--- src/rtl/u8sd_pkg.sv ---
// Shared types and constants for the UTF-8 stream decoder.
// No dependencies; imported by every module of the block.
package u8sd_pkg;

	localparam int CP_W = 21;

	// Replacement character '?' for invalid or broken bytes.
	localparam logic [CP_W-1:0] REPL_CP = CP_W'(8'h3F);

	// Sequence lengths held in the open-sequence register.
	localparam logic [2:0] LEN_NONE = 3'd0;
	localparam logic [2:0] LEN_TWO = 3'd2;
	localparam logic [2:0] LEN_THREE = 3'd3;
	localparam logic [2:0] LEN_FOUR = 3'd4;

	// One request for the back end: pre_cnt replacement results, then one tail result.
	typedef struct packed {
		logic [1:0] pre_cnt;
		logic [CP_W-1:0] tail_cp;
		logic tail_rep;
	} job_t;

endpackage

--- src/rtl/u8sd_front.sv ---
// Front end of the UTF-8 stream decoder: classifies bytes, tracks the open sequence.
// Depends on u8sd_pkg; emits one job_t per byte that causes results.
module u8sd_front import u8sd_pkg::*; (
	input logic clk,
	input logic arst_n,
	input logic accept,
	input logic [7:0] data_byte,
	input logic end_of_text,
	output logic push,
	output job_t job
);

	logic [7:0] pend0_q, pend1_q, pend2_q;
	logic [1:0] cnt_q;
	logic [2:0] exp_q;

	logic seq_open, is_cont, completes;
	logic [2:0] cnt_ext;
	logic [2:0] lead_len;
	logic lead_byte;
	logic has_job;
	logic [1:0] cnt_d;
	logic [2:0] exp_d;
	logic wr_pend0, wr_cont;
	logic [CP_W-1:0] full_cp;

	assign seq_open = (exp_q != LEN_NONE);
	assign is_cont = (data_byte[7:6] == 2'b10);
	assign cnt_ext = {1'b0, cnt_q};
	assign completes = ((cnt_ext + 3'd1) >= exp_q);

	// Assemble the finished code point from the buffered lead and continuations.
	always_comb begin
		full_cp = '0;
		case (exp_q)
			LEN_TWO: full_cp = CP_W'({pend0_q[4:0], data_byte[5:0]});
			LEN_THREE: full_cp = CP_W'({pend0_q[3:0], pend1_q[5:0], data_byte[5:0]});
			LEN_FOUR: full_cp = {pend0_q[2:0], pend1_q[5:0], pend2_q[5:0], data_byte[5:0]};
			default: full_cp = '0;
		endcase
	end

	// Lead byte class of the incoming byte.
	always_comb begin
		lead_byte = 1'b0;
		lead_len = LEN_NONE;
		if (data_byte[7:5] == 3'b110) begin
			lead_byte = 1'b1;
			lead_len = LEN_TWO;
		end else if (data_byte[7:4] == 4'b1110) begin
			lead_byte = 1'b1;
			lead_len = LEN_THREE;
		end else if (data_byte[7:3] == 5'b11110) begin
			lead_byte = 1'b1;
			lead_len = LEN_FOUR;
		end
	end

	// Decide the results of this byte and the next sequence state.
	always_comb begin
		has_job = 1'b0;
		job.pre_cnt = 2'd0;
		job.tail_cp = REPL_CP;
		job.tail_rep = 1'b1;
		cnt_d = cnt_q;
		exp_d = exp_q;
		wr_pend0 = 1'b0;
		wr_cont = 1'b0;
		if (seq_open && is_cont) begin
			if (completes) begin
				has_job = 1'b1;
				job.tail_cp = full_cp;
				job.tail_rep = 1'b0;
				cnt_d = 2'd0;
				exp_d = LEN_NONE;
			end else begin
				wr_cont = 1'b1;
				cnt_d = cnt_q + 2'd1;
				if (end_of_text) begin
					// Early end: every buffered byte, this one included, becomes '?'.
					has_job = 1'b1;
					job.pre_cnt = cnt_q;
					cnt_d = 2'd0;
					exp_d = LEN_NONE;
				end
			end
		end else begin
			// A broken sequence is flushed first, then the byte is decoded afresh.
			job.pre_cnt = seq_open ? cnt_q : 2'd0;
			cnt_d = 2'd0;
			exp_d = LEN_NONE;
			if (!data_byte[7]) begin
				has_job = 1'b1;
				job.tail_cp = CP_W'(data_byte);
				job.tail_rep = 1'b0;
			end else if (lead_byte && !end_of_text) begin
				wr_pend0 = 1'b1;
				cnt_d = 2'd1;
				exp_d = lead_len;
				// No fresh result: the last flushed '?' becomes the tail.
				if (seq_open) begin
					has_job = 1'b1;
					job.pre_cnt = cnt_q - 2'd1;
				end
			end else begin
				has_job = 1'b1;
			end
		end
	end

	assign push = accept && has_job;

	// Sequence control state.
	always_ff @(posedge clk or negedge arst_n) begin
		if (!arst_n) begin
			cnt_q <= 2'd0;
			exp_q <= LEN_NONE;
		end else if (accept) begin
			cnt_q <= cnt_d;
			exp_q <= exp_d;
		end
	end

	// Buffered sequence bytes.
	always_ff @(posedge clk) begin
		if (accept && wr_pend0) begin
			pend0_q <= data_byte;
		end
		if (accept && wr_cont) begin
			case (cnt_q)
				2'd1: pend1_q <= data_byte;
				2'd2: pend2_q <= data_byte;
				default: ;
			endcase
		end
	end

endmodule

--- src/rtl/u8sd_queue.sv ---
// Small register queue of decode jobs between the front and back ends.
// Depends on u8sd_pkg for job_t.
module u8sd_queue import u8sd_pkg::*; #(
	parameter int DEPTH = 4
) (
	input logic clk,
	input logic arst_n,
	input logic push,
	input job_t push_data,
	output logic full,
	input logic pop,
	output job_t pop_data,
	output logic empty
);

	localparam int PTR_W = (DEPTH > 1) ? $clog2(DEPTH) : 1;
	localparam int CNT_W = $clog2(DEPTH + 1);
	localparam logic [PTR_W-1:0] LAST_PTR = PTR_W'(DEPTH - 1);
	localparam logic [CNT_W-1:0] FULL_CNT = CNT_W'(DEPTH);

	job_t slots_q [DEPTH];
	logic [PTR_W-1:0] wr_ptr_q, rd_ptr_q;
	logic [CNT_W-1:0] count_q;

	assign full = (count_q == FULL_CNT);
	assign empty = (count_q == '0);
	assign pop_data = slots_q[rd_ptr_q];

	// Pointers and fill count.
	always_ff @(posedge clk or negedge arst_n) begin
		if (!arst_n) begin
			wr_ptr_q <= '0;
			rd_ptr_q <= '0;
			count_q <= '0;
		end else begin
			if (push) begin
				wr_ptr_q <= (wr_ptr_q == LAST_PTR) ? '0 : wr_ptr_q + PTR_W'(1);
			end
			if (pop) begin
				rd_ptr_q <= (rd_ptr_q == LAST_PTR) ? '0 : rd_ptr_q + PTR_W'(1);
			end
			if (push && !pop) begin
				count_q <= count_q + CNT_W'(1);
			end else if (pop && !push) begin
				count_q <= count_q - CNT_W'(1);
			end
		end
	end

	// Job storage.
	always_ff @(posedge clk) begin
		if (push) begin
			slots_q[wr_ptr_q] <= push_data;
		end
	end

endmodule

--- src/rtl/u8sd_back.sv ---
// Back end of the UTF-8 stream decoder: expands each job into result items.
// Depends on u8sd_pkg; drives the output channel from registers.
module u8sd_back import u8sd_pkg::*; (
	input logic clk,
	input logic arst_n,
	input logic q_empty,
	input job_t q_data,
	output logic q_pop,
	output logic out_valid,
	input logic out_ready,
	output logic [CP_W-1:0] code_point,
	output logic replaced,
	output logic last_of_run
);

	logic valid_q;
	logic [1:0] pre_left_q;
	logic [CP_W-1:0] tail_cp_q;
	logic tail_rep_q;
	logic on_tail, load;

	assign on_tail = (pre_left_q == 2'd0);
	// Take the next job when idle or when the tail result leaves.
	assign load = !valid_q || (out_ready && on_tail);
	assign q_pop = load && !q_empty;

	assign out_valid = valid_q;
	assign code_point = on_tail ? tail_cp_q : REPL_CP;
	assign replaced = on_tail ? tail_rep_q : 1'b1;
	assign last_of_run = on_tail;

	// Result sequencing.
	always_ff @(posedge clk or negedge arst_n) begin
		if (!arst_n) begin
			valid_q <= 1'b0;
			pre_left_q <= 2'd0;
		end else if (load) begin
			valid_q <= !q_empty;
			pre_left_q <= q_data.pre_cnt;
		end else if (out_ready) begin
			pre_left_q <= pre_left_q - 2'd1;
		end
	end

	// Tail payload of the current job.
	always_ff @(posedge clk) begin
		if (q_pop) begin
			tail_cp_q <= q_data.tail_cp;
			tail_rep_q <= q_data.tail_rep;
		end
	end

endmodule

--- src/rtl/utf8_stream_decoder_unit.sv ---
// A byte's job enters the job queue when the byte is accepted; its first result then
// passes into the output register before it is offered. Throughput: one byte per
// cycle while each byte yields at most one result and the receiver is ready; a byte
// that yields several results holds the output register until all of them have left,
// and the job queue absorbs that until it fills. Reset clears the open sequence and
// empties the queue and output register at once; no clearing pass is needed.
// Depends on u8sd_pkg, u8sd_front, u8sd_queue and u8sd_back.
module utf8_stream_decoder_unit import u8sd_pkg::*; #(
	parameter int QUEUE_DEPTH = 4
) (
	input logic clk,
	input logic arst_n,
	input logic in_valid,
	output logic in_ready,
	input logic [7:0] data_byte,
	input logic end_of_text,
	output logic out_valid,
	input logic out_ready,
	output logic [20:0] code_point,
	output logic replaced,
	output logic last_of_run
);

	logic accept, push, q_full, q_empty, q_pop;
	job_t push_job, pop_job;

	// Bytes are taken whenever the queue has room for a job.
	assign in_ready = !q_full;
	assign accept = in_valid && in_ready;

	u8sd_front u_front (
		.clk(clk),
		.arst_n(arst_n),
		.accept(accept),
		.data_byte(data_byte),
		.end_of_text(end_of_text),
		.push(push),
		.job(push_job)
	);

	u8sd_queue #(
		.DEPTH(QUEUE_DEPTH)
	) u_queue (
		.clk(clk),
		.arst_n(arst_n),
		.push(push),
		.push_data(push_job),
		.full(q_full),
		.pop(q_pop),
		.pop_data(pop_job),
		.empty(q_empty)
	);

	u8sd_back u_back (
		.clk(clk),
		.arst_n(arst_n),
		.q_empty(q_empty),
		.q_data(pop_job),
		.q_pop(q_pop),
		.out_valid(out_valid),
		.out_ready(out_ready),
		.code_point(code_point),
		.replaced(replaced),
		.last_of_run(last_of_run)
	);

endmodule

--- config.mk ---
export PLATFORM = sky130hd
export DESIGN_NAME = utf8_stream_decoder_unit
export DESIGN_NICKNAME = d
export VERILOG_FILES = /design/src/rtl/u8sd_pkg.sv /design/src/rtl/u8sd_front.sv /design/src/rtl/u8sd_queue.sv /design/src/rtl/u8sd_back.sv /design/src/rtl/utf8_stream_decoder_unit.sv
export SDC_FILE = /design/constraint.sdc
export NUM_CORES = 1
export LEC_CHECK = 0
export BUFFER_PORTS_ARGS = -buffer_cell sky130_fd_sc_hd__buf_4
export CAP_MARGIN = 20
export CORE_MARGIN = 2
export CORE_UTILIZATION = 54
export DETAILED_ROUTE_END_ITERATION = 10
export HOLD_SLACK_MARGIN = 0.15
export PLACE_DENSITY = 0.8
export SLEW_MARGIN = 25
export SYNTH_ARGS = -nofsm -noshare
export SYNTH_HDL_FRONTEND = slang
export SYNTH_SLANG_ARGS = --single-unit
--- constraint.sdc ---
create_clock -name clk -period 3.44 [get_ports clk]
set_input_delay 0.172 -clock clk [delete_from_list [all_inputs] [get_ports clk]]
set_output_delay 0.172 -clock clk [all_outputs]
set_load 0.05 [all_outputs]
---- Word level (Yosys, flattened, before mapping) ----
Memories as Yosys holds them, arrays and structs flattened.
Cells that the tools add are included.
storage, ports and cells
  register bits ........................... 54
  memory bits (writable) .................. 96
  output and inout bits ................... 25
  memories ................................ 1
cells by class
  add/subtract/negate cells ............... 8
  order comparisons ....................... 1
  equal/unequal tests ..................... 13
  muxes and demuxes ....................... 47
  reductions and logical operators ........ 25
memories
  name             depth  bits a word  rd ports  clocked after memory_dff  wr ports  line              text
  u_queue.slots_q  4      24           1         0                         1         u8sd_queue.sv:21  job_t slots_q [DEPTH];
operators with widths
  cell                 number
  $pmux 21 s3          1
  $mux 3               10
  $mux 2               14
  $mux 24              1
  $mux 22              1
  $mux 21              1
  $mux 1               18
  $logic_and 1x1->1    10
  $eq 3x3->1 const B   3
  $eq 2x2->1 const B   4
  $mux 8               1
  $add 2x1->2 const B  3
  $eq 3x2->1 const B   2
  $logic_not 1->1      6
  $reduce_and 2->1     3
  $eq 5x5->1 const B   1
  $eq 4x4->1 const B   1
  $reduce_bool 2->1    2
  $sub 2x1->2 const B  2
  $add 2x1->3 const B  1
  $add 3x1->3 const B  1
  $ge 3x3->1           1
  $logic_not 3->1      1
  $ne 3x2->1 const B   1
  5 further kinds      5

---- Depth between registers and ports, before layout ----
  depth after elaboration ................. 13
  mapped depth ............................ 13
  gate-level depth less buffers ........... 13

---- Modules after synthesis ----
From an unflattened synthesis, not the netlist that was laid out.
unflattened totals
  cells, all modules ...................... 360
  area, all modules ....................... 6251.0 sq um
by module, submodules not included
  module                    instances  cells each  area each (sq um)
  u8sd_queue                1          163         3923.8
  u8sd_front                1          129         1337.5
  u8sd_back                 1          66          979.7
  utf8_stream_decoder_unit  1          2           10.0

---- Least setup slack after synthesis ----
No wires, ideal clock.
  path kind ............................... register to register
  from .................................... register u_back.pre_left_q[0]
  to ...................................... register u_queue.count_q[1]
  setup time .............................. 125 ps
  arrival time ............................ 3549 ps
  path slack .............................. -234 ps
  stages on the path, launching flop included .. 10
  buffers on the path ..................... 0
  period minus slack after synthesis ...... 3674 ps
  cell sequence ........................... dfrtp_1 > inv_1 > ha_1 > nand2_1 > a21oi_1 > inv_1 > ha_1 > inv_1 > fa_1 > mux2_2
on the way
  cells in the longest elaborated chain, start to end .. 7
ends and longest elaborated chain
  what                                         line                            text
  start: declaration                           u8sd_back.sv:17                 logic [1:0] pre_left_q;
  start signal: assignment                     u8sd_back.sv:39                 pre_left_q <= q_data.pre_cnt;
  start signal: assignment                     u8sd_back.sv:41                 pre_left_q <= pre_left_q - 2'd1;
  $logic_not 2->1 (*)                          u8sd_back.sv:22                 assign on_tail = (pre_left_q == 2'd0);
  net last_of_run                              utf8_stream_decoder_unit.sv:21  output logic last_of_run
  $logic_and 1x1->1 (*)                        u8sd_back.sv:24                 assign load = !valid_q || (out_ready && on_tail);
  $logic_or 1x1->1 (*)                         u8sd_back.sv:24
  $logic_and 1x1->1 (*)                        u8sd_back.sv:25                 assign q_pop = load && !q_empty;
  net q_pop                                    utf8_stream_decoder_unit.sv:24  logic accept, push, q_full, q_empty, q_pop;
  $logic_not 1->1                              u8sd_queue.sv:42                if (push && !pop) begin
  $logic_and 1x1->1                            u8sd_queue.sv:42
  $mux 3 or $reduce_bool 2->1 (tied branches)  n/a
  end signal: assignment                       u8sd_queue.sv:43                count_q <= count_q + CNT_W'(1);
  end signal: assignment                       u8sd_queue.sv:45                count_q <= count_q - CNT_W'(1);
  end: declaration                             u8sd_queue.sv:23                logic [CNT_W-1:0] count_q;
The timed path passes the listed nets; every way through them passes the cells marked *.
A chain may end at the register's enable or synchronous reset.

---- Final worst setup path ----
  from .................................... register u_front.cnt_q[0]
  to ...................................... register u_queue.count_q[2]
on the way
  cells in the longest elaborated chain, start to end .. 8
ends and longest elaborated chain
  what                         line                            text
  start: declaration           u8sd_front.sv:14                logic [1:0] cnt_q;
  start signal: assignment     u8sd_front.sv:119               cnt_q <= cnt_d;
  $add 2x1->3 (*)              u8sd_front.sv:30                assign completes = ((cnt_ext + 3'd1) >= exp_q);
  $ge 3x3->1 (*)               u8sd_front.sv:30
  $mux 1 (*)                   u8sd_front.sv:70                if (completes) begin
  $mux 1 (*)                   u8sd_front.sv:69                if (seq_open && is_cont) begin
  $logic_and 1x1->1 (*)        u8sd_front.sv:111               assign push = accept && has_job;
  net push                     utf8_stream_decoder_unit.sv:24
  $logic_not 1->1              u8sd_queue.sv:44                end else if (pop && !push) begin
  $logic_and 1x1->1            u8sd_queue.sv:44
  $reduce_bool 2->1 (no line)  n/a
Marks and branches as above.

==> results.json <==
{
  "crit_chain": "inv_1 > ha_1 > inv_1 > ha_1 > a31oi_1 > a311oi_4 > ha_1 > inv_1 > fa_1 > xor2_1 > nor2_1 > xor2_1",
  "synth_top_cell_area_share": 0.6556,
  "post_drt_wl_per_cell_um": 19.59,
  "drc": 0,
  "synthDistinctLibCells": 46,
  "combPwrFrac": 0.301,
  "synth.area.top_cells": "edfxtp_1 66%, mux4_2 8.7%, dfrtp_1 6.1%",
  "rrSetupSlack_ps": 300,
  "switching_share": 0.3160,
  "synth_fa_ha_area_frac": 0.02954,
  "ys_seq_area_frac": 0.7163,
  "postCtsHoldBufs": 12,
  "cpMaxStageDelayCell": "dfrtp_1",
  "final_layout_size_suffix_gt1_frac": 0.2506,
  "synthArstFlopShare": 0.1000,
  "routed_via_density": 5.866,
  "syn_area_per_cell_um2": 17.57,
  "grt_max_degree": 26,
  "synth_compound_area_frac": 0.04755,
  "power_density_nw_per_um2": 828.5,
  "yosysWarnings": 0,
  "dp_slack_ps": 338.0,
  "clkPwrFrac": 0.271,
  "multi_input_area_um2": 1639,
  "cts_inserted_buffers": 17,
  "synth_edf_count": 135,
  "synthToLayoutAreaGrowth_pct": 18.03,
  "cts_resized": 0,
  "power_frac_seq": 0.429,
  "wl_mm": 11.24,
  "fp.dieArea_um2": 12320,
  "cts_setup_buffers": 0,
  "worst_slack_ps": 303.6,
  "ant_nets": 0,
  "start_kind": "flop",
  "grt_pass1_vias": 3342,
  "cp_top_family": "adder cells",
  "synth_flop_cell": "edfxtp_1",
  "clock_latency_ps": 410,
  "maxCapViolCount": 0,
  "finalSetupViolations": 0,
  "cp.arrival_ps": 3480,
  "synth_top_family_by_area": "multiplexers",
  "seq_area_um2": 4429,
  "yosys.area_share.xor_xnor": 0.004249,
  "path_buf_inv": 3,
  "fin_worst_skew_ps": 7.806,
  "diodes": 0,
  "synthSimpleGateAreaFrac": 0.07608,
  "max-slew-margin-rel": 0.4358,
  "synth_mux_area_frac": 0.1070,
  "path_max_fanout": 7,
  "core-area_um2": 11270,
  "crit_type": "flop to flop",
  "initial_core_util": 0.5486,
  "clockRootBuffer": "clkbuf_16",
  "detail_route.iter0.violations": 245,
  "cts_tree": "done",
  "track_usage": 0.1937,
  "setup-tns-final_ps": 0,
  "required_ps": 3780,
  "gr-total-overflow": 0,
  "endpoint_kind": "flop",
  "hold_class": "input port to flop",
  "power.switching_mw": 1.911,
  "tightest_slew_ps": 844.5,
  "drt_pass1_iterations": 5,
  "synthCells": 352,
  "dp_hpwl_mm": 6.781,
  "vdd.ir_drop.worst_mv": 0.5242,
  "cts_sinks": 150,
  "outcome": "completed",
  "rsz0062_at_grt": "false",
  "netlist_area_um2": 6183,
  "fp.dieH_um": 111.0,
  "htreeDepth": 4,
  "finalCritPeriodShare": 0.9118,
  "synth_fp_nets": 379,
  "clk_pin_slew_ps": 60,
  "slowest_delay_ps": 460,
  "yosys_register_bits": 150,
  "p_int_mw": 4.136,
  "cts_max_path_buffers": 2,
  "die_w_um": 111.0,
  "final_max_slew_viol_count": 0,
  "fillers": 768,
  "vias": 3367,
  "io_pins": 38,
  "io_buffers": 37,
  "p_leak_nw": 2.595,
  "grt_pass1_wl_mm": 17.73,
  "routabilityCongestion": 0.9217,
  "synth_common_cells": "135 x edfxtp_1, 24 x and2_1, 24 x mux4_2",
  "post-route-min-period_ps": 3136,
  "antenna_found_initial": 0,
  "synthMostInstantiatedCell": "edfxtp_1",
  "nNetsFinal": 445,
  "fp-row-count": 39,
  "max_clock_freq_ghz": 0.3188,
  "yosys.area.top_type": "edfxtp_1",
  "hold_violations": 0
}
path summary, 6_finish.rpt:
path / from / to / cells after the start
max in group asynchronous: arst_n / u_back.pre_left_q[1] / 3
hold / removal: in_valid / u_front.cnt_q[1] / 3
min in group asynchronous: arst_n / u_queue.count_q[1] / 3
setup / recovery: u_front.cnt_q[0] / u_queue.count_q[2] / 12
hold reg to reg: u_queue.count_q[2] / u_queue.count_q[2] / 1
setup reg to reg: u_front.cnt_q[0] / u_queue.count_q[2] / 12
worst reg2reg max path, stage by stage (launching register included):
cell and delay, ps:
dfrtp_1 460, inv_1 110, ha_1 340, inv_1 60, ha_1 300, a31oi_1 180, a311oi_4 440, ha_1 250
inv_1 70, fa_1 430, xor2_1 170, nor2_1 110, xor2_1 150
layout by cell type, fill, tap and decap left out, types with 7 or more instances in the layout:
master / n
nand2b_1: 10
inv_1: 16
a21o_1: 7
nor3_1: 7
dlygate4sd3_1: 12
mux4_2: 24
nand2_1: 7
a21oi_1: 8
and2_1: 24
buf_4: 46
clkbuf_16: 17
edfxtp_1: 135
nor2_1: 18
dfrtp_1: 15
ha_1: 13
kinds of logic (layout without fill, tap and decap cells):
kind of cell	Yosys count	in the layout
buf+inv	27	106
mux	35	35
xor+xnor	3	3
compound gates	40	40
simple gates	83	83
flops	150	150
fa+ha+maj	14	14
cell type report:
| type | count | area share |
|---|---|---|
| multi-input cells | 175 | 0.2246 |
| inverters | 16 | 0.008229 |
| clock inverters | 11 | 0.01166 |
| repair buffers | 58 | 0.06378 |
| flip-flops and latches | 150 | 0.6069 |
| well taps | 143 | 0.02452 |
| clock buffers | 21 | 0.06035 |
power by group through the flow:
stage          clock network, mW  logic [mW]  registers, mW
2_1_floorplan                  0        1.38           2.55
3_3_place_gp                   0        1.78           2.60
3_5_place_dp                   0        1.83           2.63
4_1_cts                     1.66        1.85           2.60
5_1_grt                     1.73        1.95           2.63
6_report                    1.64        1.82           2.59
sequential cells by signal, summed over array words and instances, names as in the netlist, 3 cells and up:
register,cells
u_back.tail_cp_q,21
u_front.exp_q,3
u_front.pend0_q,5
u_front.pend1_q,6
u_front.pend2_q,6
u_queue.count_q,3
u_queue.slots_q,96
through the flow:
stage,utilization,cell area [um^2],cells,hold WS (ps),total power [mW]
after CTS,0.6475,7298,574,162.5,6.109
after floorplan,-,6187,352,-123.6,3.927
after detailed placement,0.5902,6653,530,42.14,4.458
after global placement,0.5902,6653,530,37.23,4.387
after global routing,0.6475,7298,574,201.1,6.310
final,0.6475,7298,574,192.3,6.047
layer usage:
layer  GRT usage  part of all wire  vias to the layer above
met4     0.08560             0.030                        0
li1            -                 -                     1500
met3     0.05686             0.063                       25
met1      0.2336              0.39                     1690
met5           0                 0                        -
met2      0.3268              0.52                      152
Power figures use the tool's default switching activity.
